[config.mk]
export PLATFORM = sky130hd
export DESIGN_NAME = ials_cell
export DESIGN_NICKNAME = d
export VERILOG_FILES = /design/src/design/ials_pkg.sv /design/src/design/ials_cell.sv
export SDC_FILE = /design/constraint.sdc
export NUM_CORES = 1
export LEC_CHECK = 0
export BUFFER_PORTS_ARGS = -buffer_cell sky130_fd_sc_hd__buf_4
export CORE_AREA = 2 2 89 91
export DETAILED_ROUTE_END_ITERATION = 10
export DIE_AREA = 0 0 91 93
export GPL_TIMING_DRIVEN = 1
export PLACE_DENSITY = 0.86
export SKIP_LAST_GASP = 1
export SLEW_MARGIN = 20
export SYNTH_ARGS = -nofsm -noshare
export SYNTH_HDL_FRONTEND = slang
export SYNTH_SLANG_ARGS = --single-unit
[constraint.sdc]
create_clock -name clk -period 8.3 [get_ports clk]
set_input_delay 1.245 -clock clk [delete_from_list [all_inputs] [get_ports clk]]
set_output_delay 1.245 -clock clk [all_outputs]
set_load 0.05 [all_outputs]
[src/design/ials_pkg.sv]
`default_nettype none

package ials_pkg;

    localparam int CAPACITY = 128;
    localparam int DATA_W   = 32;
    localparam int POS_W    = 8;
    localparam int OUT_CNT_W = 8;
    localparam int CNT_W    = $clog2(CAPACITY + 1);
    // Common width for comparing positions, counts and cell indexes
    localparam int CMP_W    = (CNT_W > POS_W) ? CNT_W : POS_W;

    // Read tree: two registered OR levels of GRP inputs each
    localparam int GRP      = 16;
    localparam int L1_N     = (CAPACITY + GRP - 1) / GRP;
    localparam int L2_N     = (L1_N + GRP - 1) / GRP;

    localparam logic [2:0] OP_PUSH   = 3'd0;
    localparam logic [2:0] OP_INSERT = 3'd1;
    localparam logic [2:0] OP_REMOVE = 3'd2;
    localparam logic [2:0] OP_READ   = 3'd3;
    localparam logic [2:0] OP_SORT   = 3'd4;

    localparam logic [1:0] ST_OK    = 2'd0;
    localparam logic [1:0] ST_RANGE = 2'd1;
    localparam logic [1:0] ST_FULL  = 2'd2;

    typedef enum logic [2:0] {
        CELL_HOLD,
        CELL_PUSH,
        CELL_INSERT,
        CELL_REMOVE,
        CELL_SORT
    } cell_mode_t;

    typedef struct packed {
        cell_mode_t         mode;
        logic [CMP_W-1:0]   pos;
        logic [CMP_W-1:0]   count;
        logic [DATA_W-1:0]  value;
        logic               phase;
    } cell_ctrl_t;

endpackage

`default_nettype wire

[src/design/ials_cell.sv]
`default_nettype none

module ials_cell (
    input  wire logic                           clk,
    input  wire ials_pkg::cell_ctrl_t           ctrl,
    input  wire logic [ials_pkg::CMP_W-1:0]     index,
    input  wire logic [ials_pkg::DATA_W-1:0]    left_value,
    input  wire logic [ials_pkg::DATA_W-1:0]    right_value,
    output logic [ials_pkg::DATA_W-1:0]         value
);

    logic [ials_pkg::DATA_W-1:0] value_reg;
    logic [ials_pkg::DATA_W-1:0] value_next;
    logic [ials_pkg::CMP_W-1:0]  index_up;

    assign index_up = index + ials_pkg::CMP_W'(1);

    always_comb
    begin
        value_next = value_reg;
        unique case (ctrl.mode)
            ials_pkg::CELL_PUSH:
            begin
                if (index == ctrl.count)
                    value_next = ctrl.value;
            end
            ials_pkg::CELL_INSERT:
            begin
                if (index == ctrl.pos)
                    value_next = ctrl.value;
                else if (index > ctrl.pos && index <= ctrl.count)
                    value_next = left_value;
            end
            ials_pkg::CELL_REMOVE:
            begin
                if (index >= ctrl.pos && index_up < ctrl.count)
                    value_next = right_value;
            end
            ials_pkg::CELL_SORT:
            begin
                // lower cell of a pair keeps the minimum, upper cell the maximum
                if (index[0] == ctrl.phase && index_up < ctrl.count)
                begin
                    if ($signed(right_value) < $signed(value_reg))
                        value_next = right_value;
                end
                else if (index[0] != ctrl.phase && index != '0 && index < ctrl.count)
                begin
                    if ($signed(value_reg) < $signed(left_value))
                        value_next = left_value;
                end
            end
            default:
            begin
                value_next = value_reg;
            end
        endcase
    end

    always_ff @(posedge clk)
    begin
        value_reg <= value_next;
    end

    assign value = value_reg;

endmodule

`default_nettype wire

== After elaboration in Yosys (flattened, before gate mapping) ==
Index checks and enable logic that the tools add are counted.

* Bits in registers: 32
* Output and inout port bits: 32
* Word-level logic and storage cells: 40

* $add $sub $neg: 1
* Magnitude comparators: 7
* Eq/ne operators: 14
* Mux-type cells: 9
* Reduce and logical (&&, ||, !) cells: 8

{| class="wikitable"
|+ Operators by type and width
! operator !! number
|-
| $mux W32 || 8
|-
| $pmux W32 S4 || 1
|-
| $lt A32 B32 Y1 || 2
|-
| $eq A8 B8 Y1 || 2
|-
| $lt A8 B8 Y1 || 2
|-
| $ne A3 B3 Y1 const B || 4
|-
| $add A8 B1 Y8 const B || 1
|-
| $ge A8 B8 Y1 || 1
|-
| $gt A8 B8 Y1 || 1
|-
| $le A8 B8 Y1 || 1
|-
| $reduce_bool A8 Y1 || 1
|-
| $reduce_and A7 Y1 || 1
|-
| $eq A3 B2 Y1 const B || 2
|-
| $logic_and A1 B1 Y1 || 5
|-
| $ne A2 B2 Y1 const B || 2
|-
| $reduce_bool A4 Y1 || 1
|-
| $eq A3 B1 Y1 const B || 1
|-
| $eq A3 B3 Y1 const B || 1
|-
| $eq A1 B1 Y1 || 1
|-
| $ne A1 B1 Y1 || 1
|}

== Logic depth before layout (Yosys ltp) ==
Gate-level depths: netlist of the first run.

* Word-level depth: 6
* Mapped depth: 11
* Depth with buffers taken out: 10

== Worst setup path after synthesis of the first run ==
OpenSTA, ideal clock, no wires.

* Path kind: input to register
* From: in index[0] in the netlist's numbering
* To: reg value_reg, in the netlist value[0], enable pin
* Setup time: 0.390 ns
* Data arrival time: 3.486 ns
* Data required time: 7.910 ns
* Path slack: 4.424 ns
* Stages on the path: 9
* Path buffers: 0
* Path through: ha_1 xor2_1 ha_1 o21ai_1 a21oi_1 o41ai_2 nand4b_1 nor3_1 or4_1

* Cells in the longest elaborated chain, start to end: 5
* Elaborated cells between the ends (all ways): 23
* Classes of those cells: add/sub (1); order compare (5); eq/ne (10); reduce/logical (7)

{| class="wikitable"
|+ Ends and longest elaborated chain
! item !! line !! source
|-
| from (decl) || ials_cell.sv:6 || <nowiki>input wire logic [ials_pkg::CMP_W-1:0] index,</nowiki>
|-
| $add A8 B1 Y8, or another cell as far along || ials_cell.sv:16 || <nowiki>assign index_up = index + ials_pkg::CMP_W'(1);</nowiki>
|-
| $lt A8 B8 Y1 or $logic_and A1 B1 Y1 (tied branches) || ials_cell.sv:36, ials_cell.sv:42, ials_cell.sv:47 ||
|-
| $logic_and A1 B1 Y1 (on tied branches) || ials_cell.sv:42, ials_cell.sv:36, ials_cell.sv:47 ||
|-
| $ne A3 B3 Y1 (no source line) or $ne A2 B2 Y1 (tied branches) || n/a ||
|-
| $reduce_and A7 Y1 (no source line) (*) || n/a ||
|-
| to (signal assigned) || ials_cell.sv:62 || <nowiki>value_reg <= value_next;</nowiki>
|-
| to (decl) || ials_cell.sv:12 || <nowiki>logic [ials_pkg::DATA_W-1:0] value_reg;</nowiki>
|}

Mark *: on every way between the ends. The rest lies on a longest branch, timed or not.
A chain may end at the register's enable or synchronous reset.

== Worst setup path after layout of the first run ==
* From: in index[0] in the netlist's numbering
* To: reg value_reg, in the netlist value[17], enable pin

The elaborated chain is that of the path after synthesis.

==> results of run 1 <==
==> how the worst min path moves through the flow <==
stage	startpoint	slack, ns	endpoint
floorplan	right_value[0]	1.46	value[0]
global placement	value[31]	1.26	value[5]
detailed placement	value[31]	1.28	value[4]
CTS	ctrl[8]	1.25	value[7]
global route	ctrl[21]	1.25	value[20]
finish	ctrl[32]	1.25	value[31]
==> metal layers <==
metal	routed length, um	vias up	track usage (%)
met1	4720	1957	32.9
met3	937	43	4.43
li1	-	1961	-
met4	403	0	11.5
met5	0	-	0
met2	6330	223	54.0
==> cells in the mapped netlist, types with 4 or more instances <==
| cell type | n | area (um2) |
|---|---|---|
| a21o_1 | 12 | 90.1 |
| a21oi_1 | 27 | 135 |
| a221o_1 | 33 | 330 |
| and3_1 | 4 | 25.0 |
| and4_1 | 4 | 35.0 |
| clkbuf_1 | 13 | 48.8 |
| edfxtp_1 | 32 | 961 |
| ha_1 | 88 | 1100 |
| inv_1 | 86 | 323 |
| nand2_1 | 17 | 63.8 |
| nand2b_1 | 4 | 25.0 |
| nand3_1 | 10 | 50.1 |
| nand4_1 | 9 | 56.3 |
| nor2_1 | 9 | 33.8 |
| o211ai_1 | 4 | 30.0 |
| o21a_1 | 33 | 248 |
| o21ai_0 | 8 | 40.0 |
| o21ai_1 | 6 | 30.0 |
| xnor2_1 | 6 | 52.6 |
==> stage by stage <==
stage / worst slack (ns) / cells
floorplan: 4.42 / 440
finish: 4.22 / 697
CTS: 4.25 / 697
global route: 4.04 / 697
global placement: 4.12 / 689
detailed placement: 3.94 / 689
==> placed cells by master (no fill, tap or decap), types with 5 or more instances in the layout <==
cell,synthesis,routed
xnor2_1,6,6
o21a_1,33,33
edfxtp_1,32,32
a21o_1,12,12
nand2_1,17,17
nand3_1,10,10
nor2_1,9,9
a221o_1,33,33
o21ai_0,8,8
buf_4,0,160
a21oi_1,27,27
o21ai_1,6,6
inv_1,86,86
clkbuf_8,0,5
ha_1,88,88
nand4_1,9,9
==> cell type report <==
cell class                 count  area, um2
multi-input combinational    309       2660
tap                          102        128
clock buffer                   5       68.8
clock inverter                 3       13.8
sequential                    32        961
inverter                      86        323
fill                         588       2170
timing repair buffer         160       1200
==> where the power goes <==
part	switching (mW)	total [mW]	internal, mW
clock network	0.0619	0.119	0.0569
logic	0.156	0.280	0.124
registers	0.0111	0.208	0.197
total	0.229	0.607	0.378
==> cell families after synthesis <==
logic type	share of synthesized area, %
AOI/OAI and AO/OA	26.7
adders and majority gates	27.8
and+or+nand+nor	10.4
buffers and inverters	9.38
xor gates and xnor gates	1.55
DFF	24.3
==> impl_metrics.json, run 1 <==
{
  "crit_cells": 11,
  "post-route-cell-area_um2": 5350,
  "cts_clk_pin_slew_worst_paths_ns": 0.07,
  "critical_path.n_buffers_inverters": 2,
  "drc": 0,
  "worst-path-max-fanout": 27,
  "grt_pass1_vias": 4228,
  "cts_sinks": 32,
  "netlist-cell-type-count": 40,
  "avgSynthCellArea_um2": 9.01,
  "min_delay_path_depth": 2,
  "total_negative_setup_slacks_ns": 0,
  "cp.required_ns": 8.25,
  "grt_start_max_net_pins": 32,
  "drt_pass_1_iters": 5,
  "largest_reg_flops": 32,
  "maxClockFrequency_mhz": 245,
  "cts_root_buf": "clkbuf_8",
  "crit-reg2reg-launch": "value[15]",
  "tritoncts.num_buffers": 5,
  "cap_viol_max_count": 0,
  "worst_r2r_endpoint": "value[17]",
  "post_route_clock_period_utilization_pct": 49.1,
  "boundaryPins": 157,
  "antenna_violating_nets_left": 0,
  "design.final.nets": 807,
  "min_period_ns": 4.08,
  "postPlaceCellArea_um2": 5270,
  "layout-drive-gt1-share_pct": 28.9,
  "utilization_pct": 71.1,
  "cts_resized": 0,
  "crit_path_start": "index[0]",
  "htree_levels": 2,
  "row_count": 32,
  "timing.critical_path.from_type": "primary input",
  "clock_path_buffers": 2,
  "grt_remaining_overflow": 0,
  "area.growth.synth_to_final_pct": 35.1,
  "routed_wire_length_per_instance_um": 17.8,
  "timing.max_slew.rel_slack_pct": 31.0,
  "cts_tree": "built",
  "coreArea_um2": 7530,
  "die_area_um2": 8460,
  "crit_path_top_delay_cell": "o41ai_2",
  "die_y_um": 93,
  "drt_iter0_markers": 239,
  "grt_first_pass_wirelength_mm": 19.8,
  "ys_async_sr_fraction_pct": 0,
  "hold-worst-slack_ns": 1.25,
  "worst_skew_pair.late_latency_ns": 0.29,
  "setup_viol": 0,
  "detailroute.via_count": 4184,
  "yosysWarningCount": 0,
  "cellPowerDensity_nw_per_um2": 113,
  "critical_path.endpoint": "value[17]",
  "timing.reg2reg.setup_slack_ns": 5.10,
  "ys.flop_type": "edfxtp_1",
  "routabilityCongestion": 0.920,
  "critical_path_class": "in2reg",
  "ir_worst_vdd_v": 0.0000680,
  "avgViaCountPerCell": 6.00,
  "wire_length_reported_by_the_detailed_router_mm": 12.4,
  "final_max_slew_viol_count": 0,
  "insertedDiodeCount": 0,
  "setup.worst_path.end_class": "flip-flop",
  "input_output_buffers": 156,
  "start_util_pct": 52.6,
  "cell_leakage_power_nw": 2.78,
  "worst-slew-pin-transition_ns": 1.04,
  "yosysSeqAreaShare_pct": 24.3,
  "finClkSkew_ns": 0.00885,
  "die_x_um": 91,
  "rsz0062_at_grt": "no",
  "hold_path_class": "in2reg",
  "critical_path_cell_by_cell": "buf_4, ha_1, xor2_1, ha_1, o21ai_1, a21oi_1, o41ai_2, nand4b_1, nor3_1, or4_1, buf_4",
  "grt_util_all_layers_pct": 28.9,
  "netlist_area_um2": 3960,
  "cts_setup_buffers": 0,
  "cp_delay_by_family_top": "simple AND/OR/NAND/NOR gates",
  "arrival_worst_endpoint_ns": 4.03,
  "run_status": "complete, no violations",
  "detailedPlacementHpwl_mm": 10.0,
  "timing.reg2reg.worst_path_depth": 9,
  "totalPowerFinal_mw": 0.607,
  "synth.net_count": 653,
  "antenna_found_initial": 0,
  "hold_violations": 0,
  "synth.ff_latch_count": 32,
  "post_cts_hold_buffer_count": 0,
  "max_stage_delay_ns": 0.47,
  "number_of_enable_type_register_cells_in_the_synthesized_netlist": 32,
  "netlist_instances": 440
}
(Power assumes the default switching activity.)
==> run 2, diff against run 1 <==
--- a/config.mk
+++ b/config.mk
@@ -5,12 +5,13 @@
 export SDC_FILE = /design/constraint.sdc
 export NUM_CORES = 1
 export LEC_CHECK = 0
+export ABC_AREA = 1
 export BUFFER_PORTS_ARGS = -buffer_cell sky130_fd_sc_hd__buf_4
-export CORE_AREA = 2 2 89 91
+export CORE_AREA = 2 2 104 106
 export DETAILED_ROUTE_END_ITERATION = 10
-export DIE_AREA = 0 0 91 93
+export DIE_AREA = 0 0 106 108
 export GPL_TIMING_DRIVEN = 1
-export PLACE_DENSITY = 0.86
+export PLACE_DENSITY = 0.78
 export SKIP_LAST_GASP = 1
 export SLEW_MARGIN = 20
 export SYNTH_ARGS = -nofsm -noshare
==> constraint.sdc (replaced) <==
create_clock -name clk -period 3.65 [get_ports clk]
set_input_delay 0.5475 -clock clk [delete_from_list [all_inputs] [get_ports clk]]
set_output_delay 0.5475 -clock clk [all_outputs]
set_load 0.05 [all_outputs]
==> impl_metrics.json, run 2 <==
{
  "min_delay_path_depth": 3,
  "grt_start_max_net_pins": 65,
  "min_period_ns": 2.97,
  "top_usage_layer": "met2",
  "tritoncts.num_buffers": 5,
  "drt_iter0_markers": 251,
  "routabilityCongestion": 0.920,
  "design.final.nets": 1040,
  "groute.layer.met3.usage_pct": 2.65,
  "worst-slew-pin-transition_ns": 0.665,
  "hold_violations": 0,
  "grt_pass1_vias": 5226,
  "total_negative_setup_slacks_ns": 0,
  "number_of_enable_type_register_cells_in_the_synthesized_netlist": 32,
  "synth.top_cells.by_area": "ha_1 (23%), edfxtp_1 (20%), nand2_1 (13%)",
  "leading_cell_type_by_number_of_instances_after_synthesis": "nand2_1",
  "wire_length_reported_by_the_detailed_router_mm": 14.0,
  "timing.reg2reg.worst_path_depth": 12,
  "synth.ff_latch_count": 32,
  "coreArea_um2": 10200,
  "netlist_area_um2": 4850,
  "maxClockFrequency_mhz": 337,
  "grt_use_met1_pct": 29.0,
  "start_util_pct": 47.4,
  "met2_track_usage_gr_pct": 45.4,
  "rsz0062_at_grt": "no",
  "cts_clk_pin_slew_worst_paths_ns": 0.07,
  "worst_skew_pair.late_latency_ns": 0.28,
  "arrival_worst_endpoint_ns": 2.93,
  "post_route_clock_period_utilization_pct": 81.4,
  "antenna_violating_nets_left": 0,
  "antenna_found_initial": 0,
  "setup_viol": 0,
  "area.growth.synth_to_final_pct": 28.4,
  "yosysWarningCount": 0,
  "netlist_instances": 681,
  "cts_tree": "built",
  "timing.reg2reg.setup_slack_ns": 1.21,
  "grt_util_all_layers_pct": 24.2,
  "critical_path_class": "in2reg",
  "cts_sinks": 32,
  "input_output_buffers": 156,
  "timing.max_slew.rel_slack_pct": 55.6,
  "grt_first_pass_wirelength_mm": 22.8,
  "grt_remaining_overflow": 0,
  "run_status": "complete, no violations",
  "postPlaceCellArea_um2": 6140,
  "worst-path-max-fanout": 18,
  "layout-drive-gt1-share_pct": 25.0,
  "cellPowerDensity_nw_per_um2": 241,
  "worst_r2r_endpoint": "value[9]",
  "netlist-cell-type-count": 27,
  "synth_top_area_share_pct": 22.7,
  "largest_reg_flops": 32,
  "layout_common_cells": "nand2_1 (172), buf_4 (164), inv_1 (110)",
  "layout.cells.most_common": "nand2_1",
  "post_cts_hold_buffer_count": 0,
  "clock_path_buffers": 2,
  "hp-start": "ctrl[30]",
  "drc": 0,
  "cts_setup_buffers": 0,
  "post-route-cell-area_um2": 6220,
  "die_area_um2": 11400,
  "preCtsSetupSlack_ns": 0.392,
  "detailroute.via_count": 5193,
  "cap_viol_max_count": 0,
  "cts_root_buf": "clkbuf_8",
  "ys_async_sr_fraction_pct": 0,
  "hold-path-endpoint": "value[29]",
  "ys_top_cells_by_count": "nand2_1 (172), inv_1 (110), ha_1 (88), a21oi_1 (71), o21ai_0 (43)",
  "row_count": 37,
  "die_y_um": 108,
  "insertedDiodeCount": 0,
  "setup.worst_path.end_class": "flip-flop",
  "die_x_um": 106,
  "synth_top_area_cell": "ha_1",
  "drt_pass_1_iters": 5,
  "cts_resized": 0,
  "hold_path_class": "in2reg",
  "avgSynthCellArea_um2": 7.12,
  "crit-reg2reg-launch": "value[31]",
  "yosysSeqAreaShare_pct": 19.8,
  "final_max_slew_viol_count": 0,
  "ir_worst_vdd_v": 0.000178,
  "timing.critical_path.from_type": "primary input",
  "ys.flop_type": "edfxtp_1",
  "avgViaCountPerCell": 5.39,
  "detailedPlacementHpwl_mm": 11.2,
  "boundaryPins": 157,
  "cell_leakage_power_nw": 3.27,
  "routed_wire_length_per_instance_um": 14.6,
  "timing.final.ws_setup_ns": 0.680,
  "finClkSkew_ns": 0.00810,
  "cp.required_ns": 3.61,
  "synth.net_count": 894,
  "htree_levels": 2
}
-- run 2: cell count changes after synthesis, sizes merged, moves of 6 or more --
cell,delta
buf,+15
xor2,+6
a221o,-33
nand4,+29
o21ai,+29
inv,+24
nor2,+19
o211ai,+29
xnor2,-6
o21a,-31
a21o,-11
a21oi,+44
nand2,+155
-- run 2: per-stage QoR --
stage | instances | hold slack [ns] | power [mW] | util [%]
after global routing | 963 | 0.582 | 1.60 | 60.8
after detailed placement | 956 | 0.855 | 1.24 | 60.1
after global placement | 956 | 0.852 | 1.21 | 60.1
final | 963 | 0.569 | 1.50 | 60.8
after floorplan | 681 | 0.757 | 0.961 | -
after CTS | 963 | 0.563 | 1.51 | 60.8
-- run 2: logic make-up after synthesis --
group / after synthesis / synth area share (%)
adder cells (fa/ha/maj): 88 / 22.7
flip-flops: 32 / 19.8
buffers and inverters: 136 / 11.6
AND/OR/NAND/NOR: 265 / 23.5
AO/OA/AOI/OAI: 153 / 21.0
XOR/XNOR: 7 / 1.26
-- run 2: power breakdown --
part	switching (mW)	internal (mW)	leakage (nW)	total (mW)
Sequential	0.0282	0.450	0.303	0.478
Combinational	0.458	0.300	2.93	0.757
Clock	0.131	0.130	0.0410	0.261
Total	0.617	0.880	3.27	1.50
-- run 2: layout make-up --
| class | instances | area (um2) |
|---|---|---|
| fillers | 906 | 4010 |
| multi-input cells | 513 | 3350 |
| repair buffers | 165 | 1250 |
| flip-flops and latches | 32 | 961 |
| inverters | 110 | 413 |
| well taps | 136 | 170 |
| clock buffers | 6 | 72.6 |
| clock inverters | 1 | 5.00 |
-- run 2: metal layers --
layer | up-vias | part of all wire, %
met3 | 25 | 5.5
met1 | 2358 | 43
met5 | - | 0
li1 | 2624 | -
met4 | 0 | 1.9
met2 | 186 | 50
-- run 2: worst max-delay path, cell delays in order --
cell	delay [ns]
buf_4	0.11
ha_1	0.19
nand3_1	0.13
nor3b_1	0.27
xor2_1	0.17
inv_1	0.06
ha_1	0.27
nand2_1	0.08
nor2_1	0.07
a211oi_2	0.28
nand3_1	0.13
nand2_1	0.07
o21ai_0	0.07
nor2_1	0.12
nand2_1	0.06
inv_1	0.06
buf_4	0.26
-- run 2: how the worst max path moves through the flow --
stage                     startpoint   endpoint  slack (ns)  cells after the start
after detailed placement    index[0]   value[6]        0.39                     17
after floorplan             index[0]   value[0]        0.35                     16
after CTS                   index[0]  value[26]        0.68                     17
after global placement      index[0]  value[14]        0.54                     17
final                       index[0]   value[9]        0.68                     17
after global routing        index[0]  value[12]        0.40                     17
